File: src/anrh_pkg.sv
`default_nettype none

package anrh_pkg;

   localparam int KIND_W   = 2;
   localparam int ID_W     = 32;
   localparam int IDX_W    = 6;
   localparam int STATUS_W = 3;
   localparam int COUNT_W  = 7;
   localparam int MARK_W   = ID_W + 1;

   typedef enum logic [KIND_W-1:0] {
      OP_ADD_ACK = 2'd0,
      OP_ADD_NAK = 2'd1,
      OP_RELEASE = 2'd2,
      OP_READ    = 2'd3
   } op_type;

   typedef enum logic [STATUS_W-1:0] {
      STS_OK        = 3'd0,
      STS_EMPTY     = 3'd1,
      STS_BEYOND    = 3'd2,
      STS_BELOW     = 3'd3,
      STS_FULL      = 3'd4,
      STS_BAD_INDEX = 3'd5
   } status_type;

   typedef enum logic [3:0] {
      ST_IDLE,
      ST_ADD_LAST,
      ST_ADD_PREV,
      ST_REL_LAST,
      ST_REL_SCAN,
      ST_REL_NEXT,
      ST_SHIFT,
      ST_READ,
      ST_RESP
   } state_type;

   typedef struct packed {
      logic            nak;
      logic [ID_W-1:0] id;
   } mark_type;

   typedef struct packed {
      status_type         status;
      logic [COUNT_W-1:0] entry_count;
      logic               entry_is_nak;
      logic [ID_W-1:0]    entry_payload_id;
   } rsp_type;

   typedef struct packed {
      logic    push;
      rsp_type data;
   } seq_out_type;

endpackage

`default_nettype wire

File: src/anrh_req_if.sv
`default_nettype none

interface anrh_req_if;
   import anrh_pkg::*;

   logic              valid;
   logic              ready;
   logic [KIND_W-1:0] kind;
   logic [ID_W-1:0]   payload_id;
   logic [IDX_W-1:0]  read_index;

   modport source (output valid, output kind, output payload_id, output read_index,
                   input ready);
   modport sink (input valid, input kind, input payload_id, input read_index,
                 output ready);
endinterface

`default_nettype wire

File: src/anrh_rsp_if.sv
`default_nettype none

interface anrh_rsp_if;
   import anrh_pkg::*;

   logic                valid;
   logic                ready;
   logic [STATUS_W-1:0] status;
   logic [COUNT_W-1:0]  entry_count;
   logic                entry_is_nak;
   logic [ID_W-1:0]     entry_payload_id;

   modport source (output valid, output status, output entry_count, output entry_is_nak,
                   output entry_payload_id, input ready);
   modport sink (input valid, input status, input entry_count, input entry_is_nak,
                 input entry_payload_id, output ready);
endinterface

`default_nettype wire

File: src/anrh_ram.sv
`default_nettype none

module anrh_ram #(
   parameter int WIDTH = 33,
   parameter int DEPTH = 64
) (
   input  logic                     clock,
   input  logic                     wr_en,
   input  logic [$clog2(DEPTH)-1:0] wr_addr,
   input  logic [WIDTH-1:0]         wr_data,
   input  logic [$clog2(DEPTH)-1:0] rd_addr,
   output logic [WIDTH-1:0]         rd_data
);

   logic [WIDTH-1:0] mem_ff [DEPTH];
   logic [WIDTH-1:0] rd_data_ff;

   always_ff @(posedge clock) begin
      if (wr_en) begin
         mem_ff[wr_addr] <= wr_data;
      end
      rd_data_ff <= mem_ff[rd_addr];
   end

   assign rd_data = rd_data_ff;

endmodule

`default_nettype wire

File: src/anrh_seq.sv
`default_nettype none

module anrh_seq #(
   parameter int DEPTH = 64
) (
   input  logic                       clock,
   input  logic                       reset,
   anrh_req_if.sink                   req_chan,
   input  logic                       out_free,
   output anrh_pkg::seq_out_type      seq_out,
   output logic                       ram_wr_en,
   output logic [$clog2(DEPTH)-1:0]   ram_wr_addr,
   output anrh_pkg::mark_type         ram_wr_data,
   output logic [$clog2(DEPTH)-1:0]   ram_rd_addr,
   input  anrh_pkg::mark_type         ram_rd_data
);
   import anrh_pkg::*;

   localparam int AW = $clog2(DEPTH);
   localparam int CW = $clog2(DEPTH + 1);
   localparam int XW = (CW > IDX_W) ? CW : IDX_W;

   state_type       state_ff, state_in;
   op_type          op_ff, op_in;
   logic [ID_W-1:0] id_ff, id_in;
   logic [CW-1:0]   cnt_ff, cnt_in;
   logic [CW-1:0]   ptr_ff, ptr_in;     // scan position, then shift source
   logic [CW-1:0]   dst_ff, dst_in;
   logic            pend_ff, pend_in;   // read data waiting to be written in shift
   logic            last_nak_ff, last_nak_in;
   logic            prev_nak_ff, prev_nak_in;
   status_type      status_ff, status_in;
   logic            rd_nak_ff, rd_nak_in;
   logic [ID_W-1:0] rd_id_ff, rd_id_in;

   logic            accept;
   op_type          req_op;
   logic [CW-1:0]   cnt_m1, cnt_m2, ptr_p1;
   logic [ID_W-1:0] id_next;
   logic            found, equal, beyond, idx_ok, src_left;
   logic            prev_ack, append, skip;

   assign req_chan.ready = (state_ff == ST_IDLE);
   assign accept   = req_chan.valid && req_chan.ready;
   assign req_op   = op_type'(req_chan.kind);
   assign cnt_m1   = cnt_ff - CW'(1);
   assign cnt_m2   = cnt_ff - CW'(2);
   assign ptr_p1   = ptr_ff + CW'(1);
   assign id_next  = id_ff + ID_W'(1);
   assign found    = ram_rd_data.id >= id_ff;
   assign equal    = ram_rd_data.id == id_ff;
   assign beyond   = id_ff > ram_rd_data.id;
   assign idx_ok   = XW'(req_chan.read_index) < XW'(cnt_ff);
   assign src_left = ptr_ff < cnt_ff;

   // compression rules for an add, decided once the two trailing marks are read
   always_comb begin
      prev_ack = (cnt_ff > CW'(1)) && !ram_rd_data.nak;
      skip     = 1'b0;
      if (cnt_ff == '0) begin
         append = 1'b1;
      end else if (op_ff == OP_ADD_ACK) begin
         append = last_nak_ff || !prev_ack;
      end else begin
         skip   = last_nak_ff;
         append = !prev_ack;
      end
   end

   always_comb begin
      state_in = state_ff;
      unique case (state_ff)
         ST_IDLE: begin
            if (accept) begin
               unique case (req_op)
                  OP_ADD_ACK, OP_ADD_NAK: state_in = ST_ADD_LAST;
                  OP_RELEASE:             state_in = (cnt_ff == '0) ? ST_RESP : ST_REL_LAST;
                  OP_READ:                state_in = idx_ok ? ST_READ : ST_RESP;
               endcase
            end
         end
         ST_ADD_LAST: state_in = ST_ADD_PREV;
         ST_ADD_PREV: state_in = ST_RESP;
         ST_REL_LAST: state_in = beyond ? ST_RESP : ST_REL_SCAN;
         ST_REL_SCAN: begin
            if (found) begin
               if (equal) begin
                  state_in = (ptr_p1 < cnt_ff) ? ST_REL_NEXT : ST_RESP;
               end else begin
                  state_in = (ptr_ff == '0) ? ST_RESP : ST_SHIFT;
               end
            end
         end
         ST_REL_NEXT: state_in = ST_SHIFT;
         ST_SHIFT: begin
            if (!pend_ff && !src_left) begin
               state_in = ST_RESP;
            end
         end
         ST_READ: state_in = ST_RESP;
         ST_RESP: begin
            if (out_free) begin
               state_in = ST_IDLE;
            end
         end
         default: state_in = ST_IDLE;
      endcase
   end

   always_comb begin
      op_in       = op_ff;
      id_in       = id_ff;
      cnt_in      = cnt_ff;
      ptr_in      = ptr_ff;
      dst_in      = dst_ff;
      pend_in     = pend_ff;
      last_nak_in = last_nak_ff;
      prev_nak_in = prev_nak_ff;
      status_in   = status_ff;
      rd_nak_in   = rd_nak_ff;
      rd_id_in    = rd_id_ff;
      ram_wr_en   = 1'b0;
      ram_wr_addr = '0;
      ram_wr_data = '0;
      ram_rd_addr = '0;
      seq_out     = '0;

      unique case (state_ff)
         ST_IDLE: begin
            if (accept) begin
               op_in     = req_op;
               id_in     = req_chan.payload_id;
               status_in = STS_OK;
               rd_nak_in = 1'b0;
               rd_id_in  = '0;
               unique case (req_op)
                  OP_ADD_ACK, OP_ADD_NAK: ram_rd_addr = cnt_m1[AW-1:0];
                  OP_RELEASE: begin
                     if (cnt_ff == '0) begin
                        status_in = STS_EMPTY;
                     end else begin
                        ram_rd_addr = cnt_m1[AW-1:0];
                     end
                  end
                  OP_READ: begin
                     if (idx_ok) begin
                        ram_rd_addr = AW'(req_chan.read_index);
                     end else begin
                        status_in = STS_BAD_INDEX;
                     end
                  end
               endcase
            end
         end
         ST_ADD_LAST: begin
            last_nak_in = ram_rd_data.nak;
            ram_rd_addr = cnt_m2[AW-1:0];
         end
         ST_ADD_PREV: begin
            ram_wr_data.nak = (op_ff == OP_ADD_NAK);
            ram_wr_data.id  = id_ff;
            if (!skip) begin
               if (append) begin
                  if (cnt_ff == CW'(DEPTH)) begin
                     status_in = STS_FULL;
                  end else begin
                     ram_wr_en   = 1'b1;
                     ram_wr_addr = cnt_ff[AW-1:0];
                     cnt_in      = cnt_ff + CW'(1);
                  end
               end else begin
                  ram_wr_en   = 1'b1;
                  ram_wr_addr = cnt_m1[AW-1:0];
               end
            end
         end
         ST_REL_LAST: begin
            if (beyond) begin
               status_in = STS_BEYOND;
            end else begin
               ptr_in = '0;
            end
         end
         ST_REL_SCAN: begin
            if (found) begin
               if (equal) begin
                  if (ptr_p1 < cnt_ff) begin
                     ram_rd_addr = ptr_p1[AW-1:0];
                     last_nak_in = ram_rd_data.nak;
                  end else begin
                     cnt_in = '0;
                  end
               end else if (ptr_ff == '0) begin
                  status_in = STS_BELOW;
               end else begin
                  // front becomes the kind below with the released id
                  ram_wr_en       = 1'b1;
                  ram_wr_data.nak = prev_nak_ff;
                  ram_wr_data.id  = id_ff;
                  dst_in          = CW'(1);
                  pend_in         = 1'b0;
               end
            end else begin
               prev_nak_in = ram_rd_data.nak;
               ptr_in      = ptr_p1;
               ram_rd_addr = ptr_p1[AW-1:0];
            end
         end
         ST_REL_NEXT: begin
            ptr_in  = ptr_p1;
            pend_in = 1'b0;
            if (ram_rd_data.id == id_next) begin
               dst_in = '0;
            end else begin
               ram_wr_en       = 1'b1;
               ram_wr_data.nak = last_nak_ff;
               ram_wr_data.id  = id_next;
               dst_in          = CW'(1);
            end
         end
         ST_SHIFT: begin
            if (pend_ff) begin
               ram_wr_en   = 1'b1;
               ram_wr_addr = dst_ff[AW-1:0];
               ram_wr_data = ram_rd_data;
               dst_in      = dst_ff + CW'(1);
            end
            if (src_left) begin
               ram_rd_addr = ptr_ff[AW-1:0];
               ptr_in      = ptr_p1;
               pend_in     = 1'b1;
            end else begin
               pend_in = 1'b0;
               if (!pend_ff) begin
                  cnt_in = dst_ff;
               end
            end
         end
         ST_READ: begin
            rd_nak_in = ram_rd_data.nak;
            rd_id_in  = ram_rd_data.id;
         end
         ST_RESP: begin
            seq_out.push                  = out_free;
            seq_out.data.status           = status_ff;
            seq_out.data.entry_count      = COUNT_W'(cnt_ff);
            seq_out.data.entry_is_nak     = rd_nak_ff;
            seq_out.data.entry_payload_id = rd_id_ff;
         end
         default: ;
      endcase
   end

   always_ff @(posedge clock) begin
      if (reset) begin
         state_ff <= ST_IDLE;
         cnt_ff   <= '0;
         pend_ff  <= 1'b0;
      end else begin
         state_ff <= state_in;
         cnt_ff   <= cnt_in;
         pend_ff  <= pend_in;
      end
      op_ff       <= op_in;
      id_ff       <= id_in;
      ptr_ff      <= ptr_in;
      dst_ff      <= dst_in;
      last_nak_ff <= last_nak_in;
      prev_nak_ff <= prev_nak_in;
      status_ff   <= status_in;
      rd_nak_ff   <= rd_nak_in;
      rd_id_ff    <= rd_id_in;
   end

`ifndef SYNTHESIS
   a_count_bound: assert property (@(posedge clock) disable iff (reset)
      cnt_ff <= CW'(DEPTH))
      else $error("entry count exceeds depth");

   a_shift_order: assert property (@(posedge clock) disable iff (reset)
      state_ff == ST_SHIFT |-> dst_ff <= ptr_ff)
      else $error("shift destination passed its source");

   a_busy_after_accept: assert property (@(posedge clock) disable iff (reset)
      accept |=> state_ff != ST_IDLE)
      else $error("request accepted but sequencer stayed idle");
`endif

endmodule

`default_nettype wire

File: src/ack_nak_range_history.sv
// Add: the last two marks are read, then the new mark is appended, merged or dropped.
// Read: one RAM read, skipped for a bad index. Release: one RAM read per cycle for the
// scan, then one entry moved per cycle; the single-port read of the mark RAM sets this
// pace. One request is in work at a time.
// Synchronous reset empties the table; RAM contents are not cleared.
`default_nettype none

module ack_nak_range_history #(
   parameter int DEPTH = 64
) (
   input  logic        clock,
   input  logic        reset,
   anrh_req_if.sink    req_chan,
   anrh_rsp_if.source  rsp_chan
);
   import anrh_pkg::*;

   localparam int AW = $clog2(DEPTH);

   seq_out_type     seq_out;
   logic            out_free;
   logic            ram_wr_en;
   logic [AW-1:0]   ram_wr_addr;
   logic [AW-1:0]   ram_rd_addr;
   mark_type        ram_wr_data;
   mark_type        ram_rd_data;
   logic            rsp_valid_ff, rsp_valid_in;
   rsp_type         rsp_data_ff, rsp_data_in;

   anrh_seq #(
      .DEPTH(DEPTH)
   ) u_seq (
      .clock       (clock),
      .reset       (reset),
      .req_chan    (req_chan),
      .out_free    (out_free),
      .seq_out     (seq_out),
      .ram_wr_en   (ram_wr_en),
      .ram_wr_addr (ram_wr_addr),
      .ram_wr_data (ram_wr_data),
      .ram_rd_addr (ram_rd_addr),
      .ram_rd_data (ram_rd_data)
   );

   anrh_ram #(
      .WIDTH(MARK_W),
      .DEPTH(DEPTH)
   ) u_mark_ram (
      .clock   (clock),
      .wr_en   (ram_wr_en),
      .wr_addr (ram_wr_addr),
      .wr_data (ram_wr_data),
      .rd_addr (ram_rd_addr),
      .rd_data (ram_rd_data)
   );

   // response register
   assign out_free = !rsp_valid_ff || rsp_chan.ready;

   always_comb begin
      rsp_valid_in = rsp_valid_ff;
      rsp_data_in  = rsp_data_ff;
      if (seq_out.push) begin
         rsp_valid_in = 1'b1;
         rsp_data_in  = seq_out.data;
      end else if (rsp_chan.ready) begin
         rsp_valid_in = 1'b0;
      end
   end

   always_ff @(posedge clock) begin
      if (reset) begin
         rsp_valid_ff <= 1'b0;
      end else begin
         rsp_valid_ff <= rsp_valid_in;
      end
      rsp_data_ff <= rsp_data_in;
   end

   assign rsp_chan.valid            = rsp_valid_ff;
   assign rsp_chan.status           = rsp_data_ff.status;
   assign rsp_chan.entry_count      = rsp_data_ff.entry_count;
   assign rsp_chan.entry_is_nak     = rsp_data_ff.entry_is_nak;
   assign rsp_chan.entry_payload_id = rsp_data_ff.entry_payload_id;

endmodule

`default_nettype wire
File: src/flat_wrapper.sv
// flat-port wrapper written by rule: the top's interface ports become plain ports
module ack_nak_range_history_flat import anrh_pkg::*;
#(
   parameter int DEPTH = 64
)
  (clock, reset, req_chan_valid, req_chan_kind, req_chan_payload_id, req_chan_read_index, req_chan_ready, rsp_chan_valid, rsp_chan_status, rsp_chan_entry_count, rsp_chan_entry_is_nak, rsp_chan_entry_payload_id, rsp_chan_ready);
  anrh_req_if req_chan_i ();
  anrh_rsp_if rsp_chan_i ();
  input  logic clock;
  input  logic reset;
  input wire logic [$bits(req_chan_i.valid)-1:0] req_chan_valid;
  input wire logic [$bits(req_chan_i.kind)-1:0] req_chan_kind;
  input wire logic [$bits(req_chan_i.payload_id)-1:0] req_chan_payload_id;
  input wire logic [$bits(req_chan_i.read_index)-1:0] req_chan_read_index;
  output wire logic [$bits(req_chan_i.ready)-1:0] req_chan_ready;
  output wire logic [$bits(rsp_chan_i.valid)-1:0] rsp_chan_valid;
  output wire logic [$bits(rsp_chan_i.status)-1:0] rsp_chan_status;
  output wire logic [$bits(rsp_chan_i.entry_count)-1:0] rsp_chan_entry_count;
  output wire logic [$bits(rsp_chan_i.entry_is_nak)-1:0] rsp_chan_entry_is_nak;
  output wire logic [$bits(rsp_chan_i.entry_payload_id)-1:0] rsp_chan_entry_payload_id;
  input wire logic [$bits(rsp_chan_i.ready)-1:0] rsp_chan_ready;
  assign req_chan_i.valid = req_chan_valid;
  assign req_chan_i.kind = req_chan_kind;
  assign req_chan_i.payload_id = req_chan_payload_id;
  assign req_chan_i.read_index = req_chan_read_index;
  assign req_chan_ready = req_chan_i.ready;
  assign rsp_chan_valid = rsp_chan_i.valid;
  assign rsp_chan_status = rsp_chan_i.status;
  assign rsp_chan_entry_count = rsp_chan_i.entry_count;
  assign rsp_chan_entry_is_nak = rsp_chan_i.entry_is_nak;
  assign rsp_chan_entry_payload_id = rsp_chan_i.entry_payload_id;
  assign rsp_chan_i.ready = rsp_chan_ready;
  ack_nak_range_history #(.DEPTH(DEPTH)) u_core (.clock(clock), .reset(reset), .req_chan(req_chan_i), .rsp_chan(rsp_chan_i));
endmodule
File: config.mk
export PLATFORM = sky130hd
export DESIGN_NAME = ack_nak_range_history_flat
export DESIGN_NICKNAME = d
export VERILOG_FILES = /design/src/anrh_pkg.sv /design/src/anrh_req_if.sv /design/src/anrh_rsp_if.sv /design/src/anrh_ram.sv /design/src/anrh_seq.sv /design/src/ack_nak_range_history.sv /design/src/flat_wrapper.sv
export SDC_FILE = /design/constraint.sdc
export NUM_CORES = 2
export LEC_CHECK = 0
export BUFFER_PORTS_ARGS = -buffer_cell sky130_fd_sc_hd__buf_2
export CAP_MARGIN = 20
export CORE_MARGIN = 8
export CORE_UTILIZATION = 25
export CTS_CLUSTER_DIAMETER = 50
export DETAILED_ROUTE_END_ITERATION = 10
export PLACE_DENSITY_LB_ADDON = 0.12
export SLEW_MARGIN = 10
export SYNTH_ARGS = -nofsm -noshare
export SYNTH_HDL_FRONTEND = slang
export SYNTH_SLANG_ARGS = --single-unit
File: constraint.sdc
create_clock -name clock -period 7.4 [get_ports clock]
set_input_delay 0.37 -clock clock [delete_from_list [all_inputs] [get_ports clock]]
set_output_delay 0.37 -clock clock [all_outputs]
set_load 0.005 [all_outputs]
==> key figures <==
Worst setup path
  • Worst Reg-to-Reg Cells: 15
  • Worst-path cell with the longest stage delay: a21boi_4
  • Element type at the critical path start: flip-flop
  • Crit path max fanout: 49
  • Most used cell, CP: buf_12
  • CP Launch Point: u_core.u_mark_ram.rd_data[6]
  • Worst path bufs/invs: 4
  • Critical setup path kind: flip-flop to flip-flop
  • Worst path depth: 15
  • Delay-heaviest family, CP: simple AND/OR/NAND/NOR gates
  • Req. time, crit path: 8.12 ns
  • Worst reg2reg endpoint: u_core.u_mark_ram.rd_data[8]
  • Worst path arrival time: 7.55 ns
  • Nature of the critical path endpoint: flip-flop
  • CP Capture Point: u_core.u_mark_ram.rd_data[8]
  • Crit-path cells: inv_1 -> ha_1 -> nand4_1 -> nor4_1 -> a21oi_1 -> a21boi_2 -> a21o_1 -> a21boi_4 -> buf_12 -> buf_12 -> buf_12 -> nand3_1 -> nand3_1 -> nand4_1 -> or4_1
  • R2r setup slk: 0.58 ns
  • Crit Reg-Reg Startpoint: u_core.u_mark_ram.rd_data[6]
  • Critical path's largest stage delay: 0.91 ns

Clock tree
  • CTS tree: yes
  • Clk slew on worst S/H paths: 0.05 ns
  • CTS buffer count: 333
  • H-tree depth: 5
  • CTS sink cnt: 2287
  • Clock Path Buffers: 4
  • Post-CTS Setup Bufs: 0
  • Clock Root Buffer: clkbuf_16
  • Worst skew pair latency: 0.94 ns

Global routing
  • Grt total ovfl: 0
  • Vias in the first global route: 55830
  • Pin count of the biggest net entering global routing: 105
  • Initial antenna violation count: 53
  • Total track usage: 0.1828
  • First-pass GRT wire length: 496800 µm

Cells and area
  • Commonest cells after routing, fill and taps aside: edfxtp_1, nand2_1, nand3_1
  • Share of cells above drive strength 1: 0.1732
  • Area Growth Syn to Fin: 23.13%
  • Most common cell after layout, fill and taps aside: edfxtp_1
  • Fin cells: 11850
  • Fin nets: 6794

Drt
  • Routed len/inst: 31.02 µm
  • DRC: 0
  • Final ANT Viol Nets: 0
  • DRT Pass-1 Iters: 6
  • Iteration-0 DRC Markers: 5786
  • Vias: 57610
  • Post-DR vias/cell: 4.863
  • WL final: 367500 µm

Logic synthesis
  • Synth warn: 0
  • Post-Syn Area: 92040 µm²
  • Synth area leaders: edfxtp_1, nand2_1, mux2i_1
  • Area leader, netlist: edfxtp_1
  • Most used DFF post-synth: edfxtp_1
  • Seq cells post-synth: 2287
  • Syn nets: 6329
  • Top-area cell type share of the netlist area: 0.7311
  • Mapped Cells: 6226
  • Count of cell types in the netlist: 86
  • Post-synth EDFFs: 2241
  • Mean post-synth cell area: 14.78 µm²
  • Sequential fraction of the synthesis area: 0.7411
  • Ys async rst share: 0

Placement
  • DP HPWL: 227700 µm
  • Port buffer count: 88
  • Post-Place Cells: 11150
  • Final RePlAce weighted congestion: 0.8247

Die
  • Row cnt: 223
  • Core area: 367700 µm²
  • Initial core utilization: 0.2503
  • Die area: 387800 µm²
  • Die X: 622.8 µm
  • Chip height: 622.8 µm
  • Number of I/O pins: 89

STA
  • Final Max Tran Viols: 0
  • Post-route minimum period: 6.823 ns
  • Final cycle utilization of the critical path: 0.9220
  • Fmax: 146.6 MHz
  • RSZ-0062 raised after global routing: false
  • Final Hold Vio Count: 0
  • Worst-Margin Slew: 1.113 ns
  • Clk_skew: 0.06957 ns
  • Fin Hold WS: 0.1641 ns
  • Worst rel slew slack: 0.2583
  • Final setup fails: 0

Power and ir drop
  • Worst-case vdd ir drop: 0.4026 mV
  • Power density over the cells: 533.9 nW/µm²
  • Leakage power: 39.33 nW
  • Pwr Total: 60.51 mW

Worst hold path
  • HP Class: primary input to flip-flop

Flow run
  • Max Cap Viol: 0

Run status
  • Outcome: finished, final reports clean
## synth_stat cells, drive strengths merged, types with 77 or more instances
| cell | n |
|---|---|
| a21oi | 265 |
| and2 | 91 |
| buf | 210 |
| clkbuf | 144 |
| edfxtp | 2241 |
| mux2i | 371 |
| mux4 | 77 |
| nand2 | 1112 |
| nand3 | 543 |
| nor2 | 145 |
| o21ai | 136 |
| o22ai | 182 |
## flip-flops by register name, summed over array words and instances (netlist names)
name and cells:
u_core.rsp_chan.entry_count 7, u_core.rsp_chan.entry_is_nak 1, u_core.rsp_chan.entry_payload_id 32, u_core.rsp_chan.status 3
u_core.rsp_chan.valid 1, u_core.u_mark_ram.mem_ff 2112, u_core.u_mark_ram.rd_data 33, u_core.u_seq.cnt_ff 7
u_core.u_seq.dst_ff 7, u_core.u_seq.id_ff 32, u_core.u_seq.last_nak_ff 1, u_core.u_seq.op_ff 2
u_core.u_seq.pend_ff 1, u_core.u_seq.prev_nak_ff 1, u_core.u_seq.ptr_ff 7, u_core.u_seq.rd_id_ff 32
u_core.u_seq.rd_nak_ff 1, u_core.u_seq.state_ff 4, u_core.u_seq.status_ff 3
## worst min path at each step
stage,endpoint,cells after the start,startpoint
floorplan,u_core.u_seq.cnt_ff[0],1,reset
global placement,u_core.rsp_chan.entry_payload_id[13],1,u_core.u_seq.rd_id_ff[13]
detailed placement,u_core.rsp_chan.entry_payload_id[7],1,u_core.u_seq.rd_id_ff[7]
CTS,u_core.u_seq.id_ff[7],2,req_chan_payload_id[7]
global route,u_core.u_seq.id_ff[4],2,req_chan_payload_id[4]
finish,u_core.u_seq.id_ff[2],2,req_chan_payload_id[2]
## kinds of logic (layout without fill, tap and decap cells)
| family | after synthesis | count (layout) | share of synthesized area |
|---|---|---|---|
| AOI/OAI and AO/OA | 831 | 831 | 0.05772 |
| xor gates and xnor gates | 81 | 81 | 0.007708 |
| adders and majority gates | 59 | 59 | 0.008020 |
| buffers and inverters | 411 | 1148 | 0.02295 |
| DFF | 2287 | 2287 | 0.7411 |
| muxes | 448 | 448 | 0.05919 |
| other | 0 | 47 | 0 |
| and+or+nand+nor | 2109 | 2109 | 0.1033 |
## routing by layer
| metal | wire length [µm] | up-vias | part of all wire | GRT usage |
|---|---|---|---|---|
| met5 | 20 | - | 0.000054 | 0 |
| met1 | 166800 | 30320 | 0.45 | 0.2584 |
| met4 | 9687 | 4 | 0.026 | 0.04839 |
| met3 | 20970 | 421 | 0.057 | 0.02637 |
| met2 | 170000 | 2003 | 0.46 | 0.2938 |
| li1 | - | 24870 | - | - |
## timing repair
action                                  in CTS  in global routing
hold buffers                                38                  0
endpoints found under the hold margin       48                  0
endpoints found under the setup margin       0                  0
gates resized for setup                      0                  0
## worst register-to-register path, delay by kind of cell, from the launching register on
| family | cells | cell delay [ns] |
|---|---|---|
| and+or+nand+nor | 6 | 2.41 |
| AOI/OAI and AO/OA | 4 | 1.77 |
| DFF | 1 | 0.86 |
| adders and majority gates | 1 | 0.35 |
| buffers and inverters | 4 | 1.26 |
## layout make-up
type / count / area, µm²
tap: 4837 / 6052
timing repair buffer: 484 / 4394
antenna: 47 / 117.6
fill: 36300 / 254400
sequential: 2287 / 68220
clock inverter: 219 / 2975
inverter: 57 / 219.0
clock buffer: 388 / 8632
multi-input combinational: 3528 / 22730
## where the power goes
group / switching (mW) / internal, mW / leakage [nW]
combinational: 19.4 / 7.50 / 12.7
clock: 6.26 / 10.3 / 5.54
sequential: 0.667 / 16.4 / 21.1
## per-stage QoR
| step | setup WS (ns) | util | cell area [µm²] | TNS [ns] |
|---|---|---|---|---|
| finish | 0.5769 | 0.3082 | 113300 | 0 |
| global route | 0.4700 | 0.3080 | 113300 | 0 |
| CTS | 0.6662 | 0.3078 | 113200 | 0 |
| detailed placement | 0.6765 | 0.2752 | 101200 | 0 |
| global placement | 0.6247 | 0.2748 | 101100 | 0 |
| floorplan | -0.09020 | - | 92040 | -28.86 |
No activity file was read; power rests on OpenSTA's default activity.
